### config.mk
export PLATFORM = sky130hd
export DESIGN_NAME = process_table_scheduler
export DESIGN_NICKNAME = d
export VERILOG_FILES = /design/src/rtl/pts_pkg.sv /design/src/rtl/pts_slot_ram.sv /design/src/rtl/pts_compare.sv /design/src/rtl/process_table_scheduler.sv
export SDC_FILE = /design/constraint.sdc
export NUM_CORES = 1
export LEC_CHECK = 0
export BUFFER_PORTS_ARGS = -buffer_cell sky130_fd_sc_hd__clkbuf_2
export CORE_MARGIN = 10
export CORE_UTILIZATION = 56
export DETAILED_ROUTE_END_ITERATION = 8
export GPL_TIMING_DRIVEN = 0
export PLACE_DENSITY = 0.73
export SKIP_CTS_REPAIR_TIMING = 1
export SLEW_MARGIN = 40
export SYNTH_ARGS = -nofsm -noshare
export SYNTH_HDL_FRONTEND = slang
export SYNTH_SLANG_ARGS = --single-unit
### constraint.sdc
create_clock -name clock -period 10.55 [get_ports clock]
set_input_delay 0.5275 -clock clock [delete_from_list [all_inputs] [get_ports clock]]
set_output_delay 0.5275 -clock clock [all_outputs]
set_load 0.02 [all_outputs]
### src/rtl/pts_pkg.sv
// Shared types, codes and helpers for the process table scheduler.
package pts_pkg;

   localparam int NUM_SLOTS = 16;
   localparam int SLOT_W    = $clog2(NUM_SLOTS);
   localparam int CNT_W     = $clog2(NUM_SLOTS + 1);

   localparam int MODE_W   = 3;
   localparam int PID_W    = 15;
   localparam int PRIO_W   = 8;
   localparam int EXIT_W   = 8;
   localparam int SKIP_W   = 8;
   localparam int QUEUE_W  = 2;
   localparam int STATUS_W = 2;
   localparam int COUNT_W  = 5;

   localparam logic [SKIP_W-1:0] SKIP_LIMIT_RESET = 8'd4;
   localparam logic [SKIP_W-1:0] SKIP_MAX         = '1;

   localparam logic [MODE_W-1:0] MODE_ADMIT     = 3'd0;
   localparam logic [MODE_W-1:0] MODE_SUSPEND   = 3'd1;
   localparam logic [MODE_W-1:0] MODE_RESUME    = 3'd2;
   localparam logic [MODE_W-1:0] MODE_TERMINATE = 3'd3;
   localparam logic [MODE_W-1:0] MODE_RETIRE    = 3'd4;
   localparam logic [MODE_W-1:0] MODE_SELECT    = 3'd5;

   localparam logic [STATUS_W-1:0] STATUS_OK        = 2'd0;
   localparam logic [STATUS_W-1:0] STATUS_NOT_FOUND = 2'd1;
   localparam logic [STATUS_W-1:0] STATUS_EMPTY     = 2'd2;
   localparam logic [STATUS_W-1:0] STATUS_FULL      = 2'd3;

   localparam logic [QUEUE_W-1:0] Q_READY = 2'd0;
   localparam logic [QUEUE_W-1:0] Q_SUSP  = 2'd1;
   localparam logic [QUEUE_W-1:0] Q_TERM  = 2'd2;

   typedef logic [SLOT_W-1:0] slot_idx_type;
   typedef logic [CNT_W-1:0]  count_type;

   typedef struct packed {
      logic [EXIT_W-1:0]  exit_status;
      logic [SKIP_W-1:0]  skips;
      logic [QUEUE_W-1:0] queue;
      logic               critical;
      logic [PRIO_W-1:0]  prio;
      logic [PID_W-1:0]   pid;
   } slot_entry_type;

   typedef struct packed {
      logic           found;
      slot_idx_type   idx;
      slot_entry_type ent;
   } cand_type;

   typedef struct packed {
      logic         free_found;
      slot_idx_type free_idx;
      cand_type     rdy;
      cand_type     sus;
      cand_type     crit;
      cand_type     starv;
      cand_type     best;
   } scan_type;

   function automatic logic [COUNT_W-1:0] sat_count(input count_type c);
      int unsigned v;
      v = 32'(c);
      return (v > 32'd31) ? 5'd31 : v[COUNT_W-1:0];
   endfunction

endpackage

### src/rtl/pts_slot_ram.sv
// Slot table storage: one write port and one registered read port.
module pts_slot_ram import pts_pkg::*; (
   input  logic           clock,
   input  logic           wr_en,
   input  slot_idx_type   wr_addr,
   input  slot_entry_type wr_data,
   input  slot_idx_type   rd_addr,
   output slot_entry_type rd_data
);

   slot_entry_type mem_ff [NUM_SLOTS];
   slot_entry_type rd_data_ff;

   always_ff @(posedge clock) begin
      if (wr_en) begin
         mem_ff[wr_addr] <= wr_data;
      end
      rd_data_ff <= mem_ff[rd_addr];
   end

   assign rd_data = rd_data_ff;

endmodule

### src/rtl/pts_compare.sv
// Per-slot compare unit: folds one slot into the running scan results.
module pts_compare import pts_pkg::*; (
   input  logic              slot_used,
   input  slot_idx_type      slot_idx,
   input  slot_entry_type    slot_ent,
   input  logic [PID_W-1:0]  cmd_pid,
   input  logic [SKIP_W-1:0] skip_limit,
   input  scan_type          scan_cur,
   output scan_type          scan_nxt
);

   logic in_ready;
   logic in_susp;
   logic pid_hit;

   assign in_ready = slot_used && (slot_ent.queue == Q_READY);
   assign in_susp  = slot_used && (slot_ent.queue == Q_SUSP);
   assign pid_hit  = (slot_ent.pid == cmd_pid);

   always_comb begin
      scan_nxt = scan_cur;
      if (!slot_used && !scan_cur.free_found) begin
         scan_nxt.free_found = 1'b1;
         scan_nxt.free_idx   = slot_idx;
      end
      if (in_ready && pid_hit && !scan_cur.rdy.found) begin
         scan_nxt.rdy.found = 1'b1;
         scan_nxt.rdy.idx   = slot_idx;
         scan_nxt.rdy.ent   = slot_ent;
      end
      if (in_susp && pid_hit && !scan_cur.sus.found) begin
         scan_nxt.sus.found = 1'b1;
         scan_nxt.sus.idx   = slot_idx;
         scan_nxt.sus.ent   = slot_ent;
      end
      if (in_ready && slot_ent.critical &&
          (!scan_cur.crit.found || slot_ent.pid < scan_cur.crit.ent.pid)) begin
         scan_nxt.crit.found = 1'b1;
         scan_nxt.crit.idx   = slot_idx;
         scan_nxt.crit.ent   = slot_ent;
      end
      if (in_ready && (slot_ent.skips >= skip_limit) &&
          (!scan_cur.starv.found || slot_ent.pid < scan_cur.starv.ent.pid)) begin
         scan_nxt.starv.found = 1'b1;
         scan_nxt.starv.idx   = slot_idx;
         scan_nxt.starv.ent   = slot_ent;
      end
      if (in_ready && (!scan_cur.best.found ||
                       slot_ent.prio < scan_cur.best.ent.prio ||
                       (slot_ent.prio == scan_cur.best.ent.prio &&
                        slot_ent.pid < scan_cur.best.ent.pid))) begin
         scan_nxt.best.found = 1'b1;
         scan_nxt.best.idx   = slot_idx;
         scan_nxt.best.ent   = slot_ent;
      end
   end

endmodule

### src/rtl/process_table_scheduler.sv
// Process table scheduler: slot sweep sequencer, queue counts and result register.
// Flow: an accepted command starts a sweep of every slot, one slot per cycle through the
//   single read port, then an update step; a successful select adds an aging sweep
//   before the result is registered. A new command is taken only in idle, once the
//   previous result has moved to the response register, which waits for rsp_tready.
// Reset: synchronous; clears slot valid bits, counts, result valid; skip limit to 4.
module process_table_scheduler import pts_pkg::*; (
   input  logic        clock,
   input  logic        reset,
   // req_tdata: pid[14:0], priority_req[22:15], critical[23], exit_status[31:24]
   input  logic        req_tvalid,
   output logic        req_tready,
   input  logic [31:0] req_tdata,
   // req_tuser: mode[2:0]
   input  logic [2:0]  req_tuser,
   // rsp_tdata: out_pid[14:0], out_priority[22:15], out_critical[23],
   //   out_exit_status[31:24], ready_count[36:32], suspended_count[41:37],
   //   terminated_count[46:42], zero[47]
   output logic        rsp_tvalid,
   input  logic        rsp_tready,
   output logic [47:0] rsp_tdata,
   // rsp_tuser: status[1:0]
   output logic [1:0]  rsp_tuser,
   // csr_data: skip_limit[7:0]
   input  logic        csr_valid,
   output logic        csr_ready,
   input  logic [7:0]  csr_data
);

   typedef enum logic [2:0] {
      ST_IDLE,
      ST_SCAN,
      ST_UPDATE,
      ST_AGE,
      ST_DONE
   } state_type;

   typedef struct packed {
      logic [STATUS_W-1:0] status;
      logic [PID_W-1:0]    pid;
      logic [PRIO_W-1:0]   prio;
      logic                critical;
      logic [EXIT_W-1:0]   exit_status;
      logic [COUNT_W-1:0]  ready_count;
      logic [COUNT_W-1:0]  susp_count;
      logic [COUNT_W-1:0]  term_count;
   } result_type;

   state_type              state_ff, state_in;
   logic [SKIP_W-1:0]      skip_limit_ff, skip_limit_in;
   logic [NUM_SLOTS-1:0]   used_ff, used_in;
   slot_idx_type           idx_ff, idx_in;
   count_type              rc_ff, rc_in;
   count_type              sc_ff, sc_in;
   count_type              tc_ff, tc_in;
   logic                   rsp_valid_ff, rsp_valid_in;

   logic [MODE_W-1:0]      mode_ff, mode_in;
   logic [PID_W-1:0]       pid_ff, pid_in;
   logic [PRIO_W-1:0]      prio_ff, prio_in;
   logic                   crit_ff, crit_in;
   logic [EXIT_W-1:0]      exit_ff, exit_in;
   scan_type               scan_ff, scan_in;
   result_type             res_ff, res_in;
   result_type             rsp_ff, rsp_in;

   scan_type               scan_nxt;
   cand_type               sel;
   logic                   last_slot;
   logic                   ram_wr_en;
   slot_idx_type           ram_wr_addr;
   slot_entry_type         ram_wr_data;
   slot_idx_type           ram_rd_addr;
   slot_entry_type         ram_rd_data;

   pts_slot_ram u_ram (
      .clock   (clock),
      .wr_en   (ram_wr_en),
      .wr_addr (ram_wr_addr),
      .wr_data (ram_wr_data),
      .rd_addr (ram_rd_addr),
      .rd_data (ram_rd_data)
   );

   pts_compare u_compare (
      .slot_used  (used_ff[idx_ff]),
      .slot_idx   (idx_ff),
      .slot_ent   (ram_rd_data),
      .cmd_pid    (pid_ff),
      .skip_limit (skip_limit_ff),
      .scan_cur   (scan_ff),
      .scan_nxt   (scan_nxt)
   );

   assign last_slot   = (idx_ff == SLOT_W'(NUM_SLOTS - 1));
   assign ram_rd_addr = (state_ff == ST_SCAN || state_ff == ST_AGE) ?
                        idx_ff + SLOT_W'(1) : '0;
   assign sel = scan_ff.crit.found  ? scan_ff.crit  :
                scan_ff.starv.found ? scan_ff.starv : scan_ff.best;

   always_comb begin
      state_in      = state_ff;
      skip_limit_in = csr_valid ? csr_data : skip_limit_ff;
      used_in       = used_ff;
      idx_in        = idx_ff;
      rc_in         = rc_ff;
      sc_in         = sc_ff;
      tc_in         = tc_ff;
      rsp_valid_in  = rsp_valid_ff;
      mode_in       = mode_ff;
      pid_in        = pid_ff;
      prio_in       = prio_ff;
      crit_in       = crit_ff;
      exit_in       = exit_ff;
      scan_in       = scan_ff;
      res_in        = res_ff;
      rsp_in        = rsp_ff;
      ram_wr_en     = 1'b0;
      ram_wr_addr   = idx_ff;
      ram_wr_data   = ram_rd_data;

      if (rsp_valid_ff && rsp_tready) begin
         rsp_valid_in = 1'b0;
      end

      unique case (state_ff)
         ST_IDLE: begin
            if (req_tvalid) begin
               mode_in  = req_tuser;
               pid_in   = req_tdata[14:0];
               prio_in  = req_tdata[22:15];
               crit_in  = req_tdata[23];
               exit_in  = req_tdata[31:24];
               idx_in   = '0;
               scan_in  = '0;
               state_in = ST_SCAN;
            end
         end
         ST_SCAN: begin
            scan_in = scan_nxt;
            idx_in  = idx_ff + SLOT_W'(1);
            if (last_slot) begin
               state_in = ST_UPDATE;
            end
         end
         ST_UPDATE: begin
            res_in   = '0;
            state_in = ST_DONE;
            unique case (mode_ff) inside
               MODE_ADMIT, MODE_RETIRE: begin
                  if (!scan_ff.free_found) begin
                     res_in.status = STATUS_FULL;
                  end else begin
                     ram_wr_en                 = 1'b1;
                     ram_wr_addr               = scan_ff.free_idx;
                     ram_wr_data.pid           = pid_ff;
                     ram_wr_data.prio          = prio_ff;
                     ram_wr_data.critical      = crit_ff;
                     ram_wr_data.skips         = '0;
                     used_in[scan_ff.free_idx] = 1'b1;
                     if (mode_ff == MODE_ADMIT) begin
                        ram_wr_data.queue       = Q_READY;
                        ram_wr_data.exit_status = '0;
                        rc_in                   = rc_ff + CNT_W'(1);
                     end else begin
                        ram_wr_data.queue       = Q_TERM;
                        ram_wr_data.exit_status = exit_ff;
                        res_in.exit_status      = exit_ff;
                        tc_in                   = tc_ff + CNT_W'(1);
                     end
                  end
               end
               MODE_SUSPEND: begin
                  if (!scan_ff.rdy.found) begin
                     res_in.status = STATUS_NOT_FOUND;
                  end else begin
                     ram_wr_en         = 1'b1;
                     ram_wr_addr       = scan_ff.rdy.idx;
                     ram_wr_data       = scan_ff.rdy.ent;
                     ram_wr_data.queue = Q_SUSP;
                     rc_in             = rc_ff - CNT_W'(1);
                     sc_in             = sc_ff + CNT_W'(1);
                  end
               end
               MODE_RESUME: begin
                  if (!scan_ff.sus.found) begin
                     res_in.status = STATUS_NOT_FOUND;
                  end else begin
                     ram_wr_en         = 1'b1;
                     ram_wr_addr       = scan_ff.sus.idx;
                     ram_wr_data       = scan_ff.sus.ent;
                     ram_wr_data.queue = Q_READY;
                     sc_in             = sc_ff - CNT_W'(1);
                     rc_in             = rc_ff + CNT_W'(1);
                  end
               end
               MODE_TERMINATE: begin
                  if (scan_ff.rdy.found) begin
                     ram_wr_en               = 1'b1;
                     ram_wr_addr             = scan_ff.rdy.idx;
                     ram_wr_data             = scan_ff.rdy.ent;
                     ram_wr_data.queue       = Q_TERM;
                     ram_wr_data.exit_status = exit_ff;
                     res_in.exit_status      = exit_ff;
                     rc_in                   = rc_ff - CNT_W'(1);
                     tc_in                   = tc_ff + CNT_W'(1);
                  end else if (scan_ff.sus.found) begin
                     ram_wr_en               = 1'b1;
                     ram_wr_addr             = scan_ff.sus.idx;
                     ram_wr_data             = scan_ff.sus.ent;
                     ram_wr_data.queue       = Q_TERM;
                     ram_wr_data.exit_status = exit_ff;
                     res_in.exit_status      = exit_ff;
                     sc_in                   = sc_ff - CNT_W'(1);
                     tc_in                   = tc_ff + CNT_W'(1);
                  end else begin
                     res_in.status = STATUS_NOT_FOUND;
                  end
               end
               MODE_SELECT: begin
                  if (!sel.found) begin
                     res_in.status = STATUS_EMPTY;
                  end else begin
                     used_in[sel.idx] = 1'b0;
                     rc_in            = rc_ff - CNT_W'(1);
                     res_in.pid       = sel.ent.pid;
                     res_in.prio      = sel.ent.prio;
                     res_in.critical  = sel.ent.critical;
                     idx_in           = '0;
                     state_in         = ST_AGE;
                  end
               end
               default: begin
               end
            endcase
            res_in.ready_count = sat_count(rc_in);
            res_in.susp_count  = sat_count(sc_in);
            res_in.term_count  = sat_count(tc_in);
         end
         ST_AGE: begin
            if (used_ff[idx_ff] && ram_rd_data.queue == Q_READY &&
                ram_rd_data.skips != SKIP_MAX) begin
               ram_wr_en         = 1'b1;
               ram_wr_addr       = idx_ff;
               ram_wr_data.skips = ram_rd_data.skips + SKIP_W'(1);
            end
            idx_in = idx_ff + SLOT_W'(1);
            if (last_slot) begin
               state_in = ST_DONE;
            end
         end
         ST_DONE: begin
            if (!rsp_valid_ff || rsp_tready) begin
               rsp_in       = res_ff;
               rsp_valid_in = 1'b1;
               state_in     = ST_IDLE;
            end
         end
         default: begin
            state_in = ST_IDLE;
         end
      endcase
   end

   always_ff @(posedge clock) begin
      if (reset) begin
         state_ff      <= ST_IDLE;
         skip_limit_ff <= SKIP_LIMIT_RESET;
         used_ff       <= '0;
         idx_ff        <= '0;
         rc_ff         <= '0;
         sc_ff         <= '0;
         tc_ff         <= '0;
         rsp_valid_ff  <= 1'b0;
      end else begin
         state_ff      <= state_in;
         skip_limit_ff <= skip_limit_in;
         used_ff       <= used_in;
         idx_ff        <= idx_in;
         rc_ff         <= rc_in;
         sc_ff         <= sc_in;
         tc_ff         <= tc_in;
         rsp_valid_ff  <= rsp_valid_in;
      end
   end

   always_ff @(posedge clock) begin
      mode_ff <= mode_in;
      pid_ff  <= pid_in;
      prio_ff <= prio_in;
      crit_ff <= crit_in;
      exit_ff <= exit_in;
      scan_ff <= scan_in;
      res_ff  <= res_in;
      rsp_ff  <= rsp_in;
   end

   assign req_tready = (state_ff == ST_IDLE);
   assign csr_ready  = 1'b1;
   assign rsp_tvalid = rsp_valid_ff;
   assign rsp_tuser  = rsp_ff.status;
   assign rsp_tdata  = {1'b0, rsp_ff.term_count, rsp_ff.susp_count, rsp_ff.ready_count,
                        rsp_ff.exit_status, rsp_ff.critical, rsp_ff.prio, rsp_ff.pid};

endmodule

==> results.toml <==
[status]
status = "finished, final reports clean"

[synth]
synth_edf_count = 843
synth.distinct_cells = 70
yosysMostFrequentCell = "edfxtp_1"
yosysTopAreaCell = "edfxtp_1"
yosysWarnings = 0
synthFlopType = "edfxtp_1"
syn_area_sq_mm = 0.03755
synth_commonest_cells = "edfxtp_1, nand2_1, mux2i_1, a211oi_1, a21oi_1"
ys_ff_latch = 924
synth.area.top_cells = "edfxtp_1, mux2i_1, dfxtp_1"
syn_nets = 2626
syn_area_per_cell_sq_um = 14.94
yosys.area.top_type_share_pct = 67.41
yosysSeqAreaShare_pct = 71.73
async_reset_ff_share_pct = 0
synthCells = 2513

[critical_path]
path_cells = "clkbuf_1, nor3b_1, clkbuf_1, a22oi_1, a21oi_1, o22ai_1, a2111o_1, nor2_4, buf_8"
crit_path_start_kind = "register"
cp_slowest_cell = "a2111o_1"
path_common_cell = "clkbuf_1"
worstPathMaxFanout = 15
worst_path_largest_cell_delay_ps = 600
cp-end-kind = "register"
crit_arrival_ps = 4260
worstSetupPathType = "register to register"
required_ps = 10880

[floorplan]
num_rows = 94
die_h_um = 279.0
die_w_um = 279.0
initial_core_util_pct = 56.81
fp.coreArea_sq_mm = 0.06610
ios = 101
die_area_sq_mm = 0.07781

[power]
ir_drop_v = 0.0001444
swShare_pct = 29.60
p_leak_nw = 14.80
p_switching_mw = 3.056
power.internal_mw = 7.269
p_seq_share_pct = 47.4
clockPowerShare_pct = 31.2
cellPowerDensity_mw_per_mm2 = 237.4
combPwrFrac_pct = 21.3

[clock_network]
clk_latency_ps = 640
cts_sinks = 924
cts_root_buf = "clkbuf_16"
cts_tree = "done"
clk_path_buf_depth = 3
htree_levels = 3
cts_made_buffers = 91
clkTransAtPathRegs_ps = 60

[detailed_routing]
drt-met1-wl_um = 37350
drc = 0
route.met3.wl_um = 8826
avgViaCountPerCell = 6.303
first_pass_iters = 8
drt_iter0_drc = 3054
num_vias = 23450
totalWireLength_um = 97350
ant_nets = 0
top_layer = "met5"
met2WireLength_um = 47290
avgRoutedWirePerCell_um = 26.17

[global_route]
antenna_found_initial = 2
grt_pass1_vias = 23510
grt_start_max_net_pins = 37
grt_pass1_wl_um = 146100
grtUsageTotal_pct = 24.80
grt_remaining_overflow = 0

[final_layout]
final_area_sq_mm = 0.04350
fin_nets = 2894
n_antenna_cell = 0
fillCellCount = 4518
syn_to_final_growth_pct = 15.83
drive_above_1_share_pct = 15.93

[placed_design]
portBuffers = 96
post-dp-hpwl_um = 69570
gp_congestion = 0.9225
placed_area_sq_mm = 0.04049

[sta]
finalHoldViolCount = 0
setup_tns_ps = 0
finalCritPeriodShare_pct = 37.24
drv_slew = 0
grt_setup_unrepaired = "no"
tightest_slew_ps = 933.0
max-slew-margin-rel_pct = 37.15
setup_viol_count_final = 0
fmax_ghz = 0.2545
fin_crit_ps = 3929
clock_skew_ps = 23.90
hold_ws_ps = 63.03

[job]
cap_violations = 0

[hold_path]
min_path_type = "primary input to register"
power groups by stage:
stage,Clock (mW),Combinational (mW),Sequential [mW]
final,3.22,2.20,4.90
after global routing,3.40,2.38,4.92
after CTS,3.25,2.17,4.89
after detailed placement,0,2.15,4.96
after global placement,0,1.91,4.99
after floorplan,0,1.28,4.89
per-layer routing:
layer / up-vias / global-route usage (%)
met5: - / 0
met4: 2 / 9.852
met3: 218 / 4.387
met2: 1269 / 41.13
met1: 11670 / 32.26
li1: 10290 / -
cells by family (layout without fill, tap and decap cells):
family / after synthesis / in the layout / share of synthesized area, %
DFF: 924 / 924 / 71.73
and+or+nand+nor: 561 / 561 / 7.220
AOI/OAI and AO/OA: 501 / 501 / 9.190
buffers and inverters: 228 / 571 / 2.386
muxes: 201 / 201 / 6.564
adders and majority gates: 65 / 65 / 2.166
xor gates and xnor gates: 31 / 31 / 0.7230
other: 2 / 2 / 0.02000
per-stage QoR:
stage                     setup slack [ps]  power, mW  instances  util, %
final                                 6621      10.32       3720    65.81
after global routing                  6492      10.70       3720    65.81
after CTS                             6724      10.31       3717    65.75
after detailed placement              6750      7.111       3549    61.25
after global placement                2444      6.899       3473    59.17
after floorplan                       4655      6.166       2513        -
state kept, by name, summed over array words and instances (netlist names), 4 cells and up:
register       count
exit_ff            8
idx_ff             4
pid_ff            15
prio_ff            8
rc_ff              5
res_ff            49
rsp_tdata         47
sc_ff              5
scan_ff          166
skip_limit_ff      8
tc_ff              5
u_ram.mem_ff     544
u_ram.rd_data     34
used_ff           16
critical path: cells and delay by family (launching register included):
kind,cells,cell delay (ps)
buf+inv,3,1080
flops,1,470
simple gates,2,660
compound gates,4,1390
final cells by class:
cell class	instances	area (sq um)	area share (%)
Sequential cell	924	26940	61.93
Clock buffer	119	2505	5.759
Tap cell	864	1081	2.485
Buffer	156	641.9	1.476
Timing Repair Buffer	175	1564	3.596
Inverter	72	271.5	0.6242
Clock inverter	49	466.7	1.073
Multi-Input combinational cell	1361	10030	23.06
worst paths after layout:
path / startpoint / end / slack (ps) / cells past startpoint
setup / recovery: mode_ff[1]$_DFFE_PP_ / u_ram.mem_ff[11][19]$_DFFE_PP_ / 6620 / 9
setup reg to reg: mode_ff[1]$_DFFE_PP_ / u_ram.mem_ff[11][19]$_DFFE_PP_ / 6620 / 9
hold reg to reg: res_ff[25]$_SDFFCE_PN0P_ / rsp_tdata[16]$_DFFE_PP_ / 420 / 0
hold / removal: req_tdata[11] / pid_ff[11]$_DFFE_PP_ / 60 / 1
cell usage in the layout, fill, tap and decap left out, drive strengths merged, types with 77 or more instances in the layout:
master	instances
mux2i	163
nor2b	77
dfxtp	81
nand2	204
a21oi	119
clkbuf	334
edfxtp	843
buf	116
a211oi	155
nor2	114
Power figures use the tool's default switching activity.
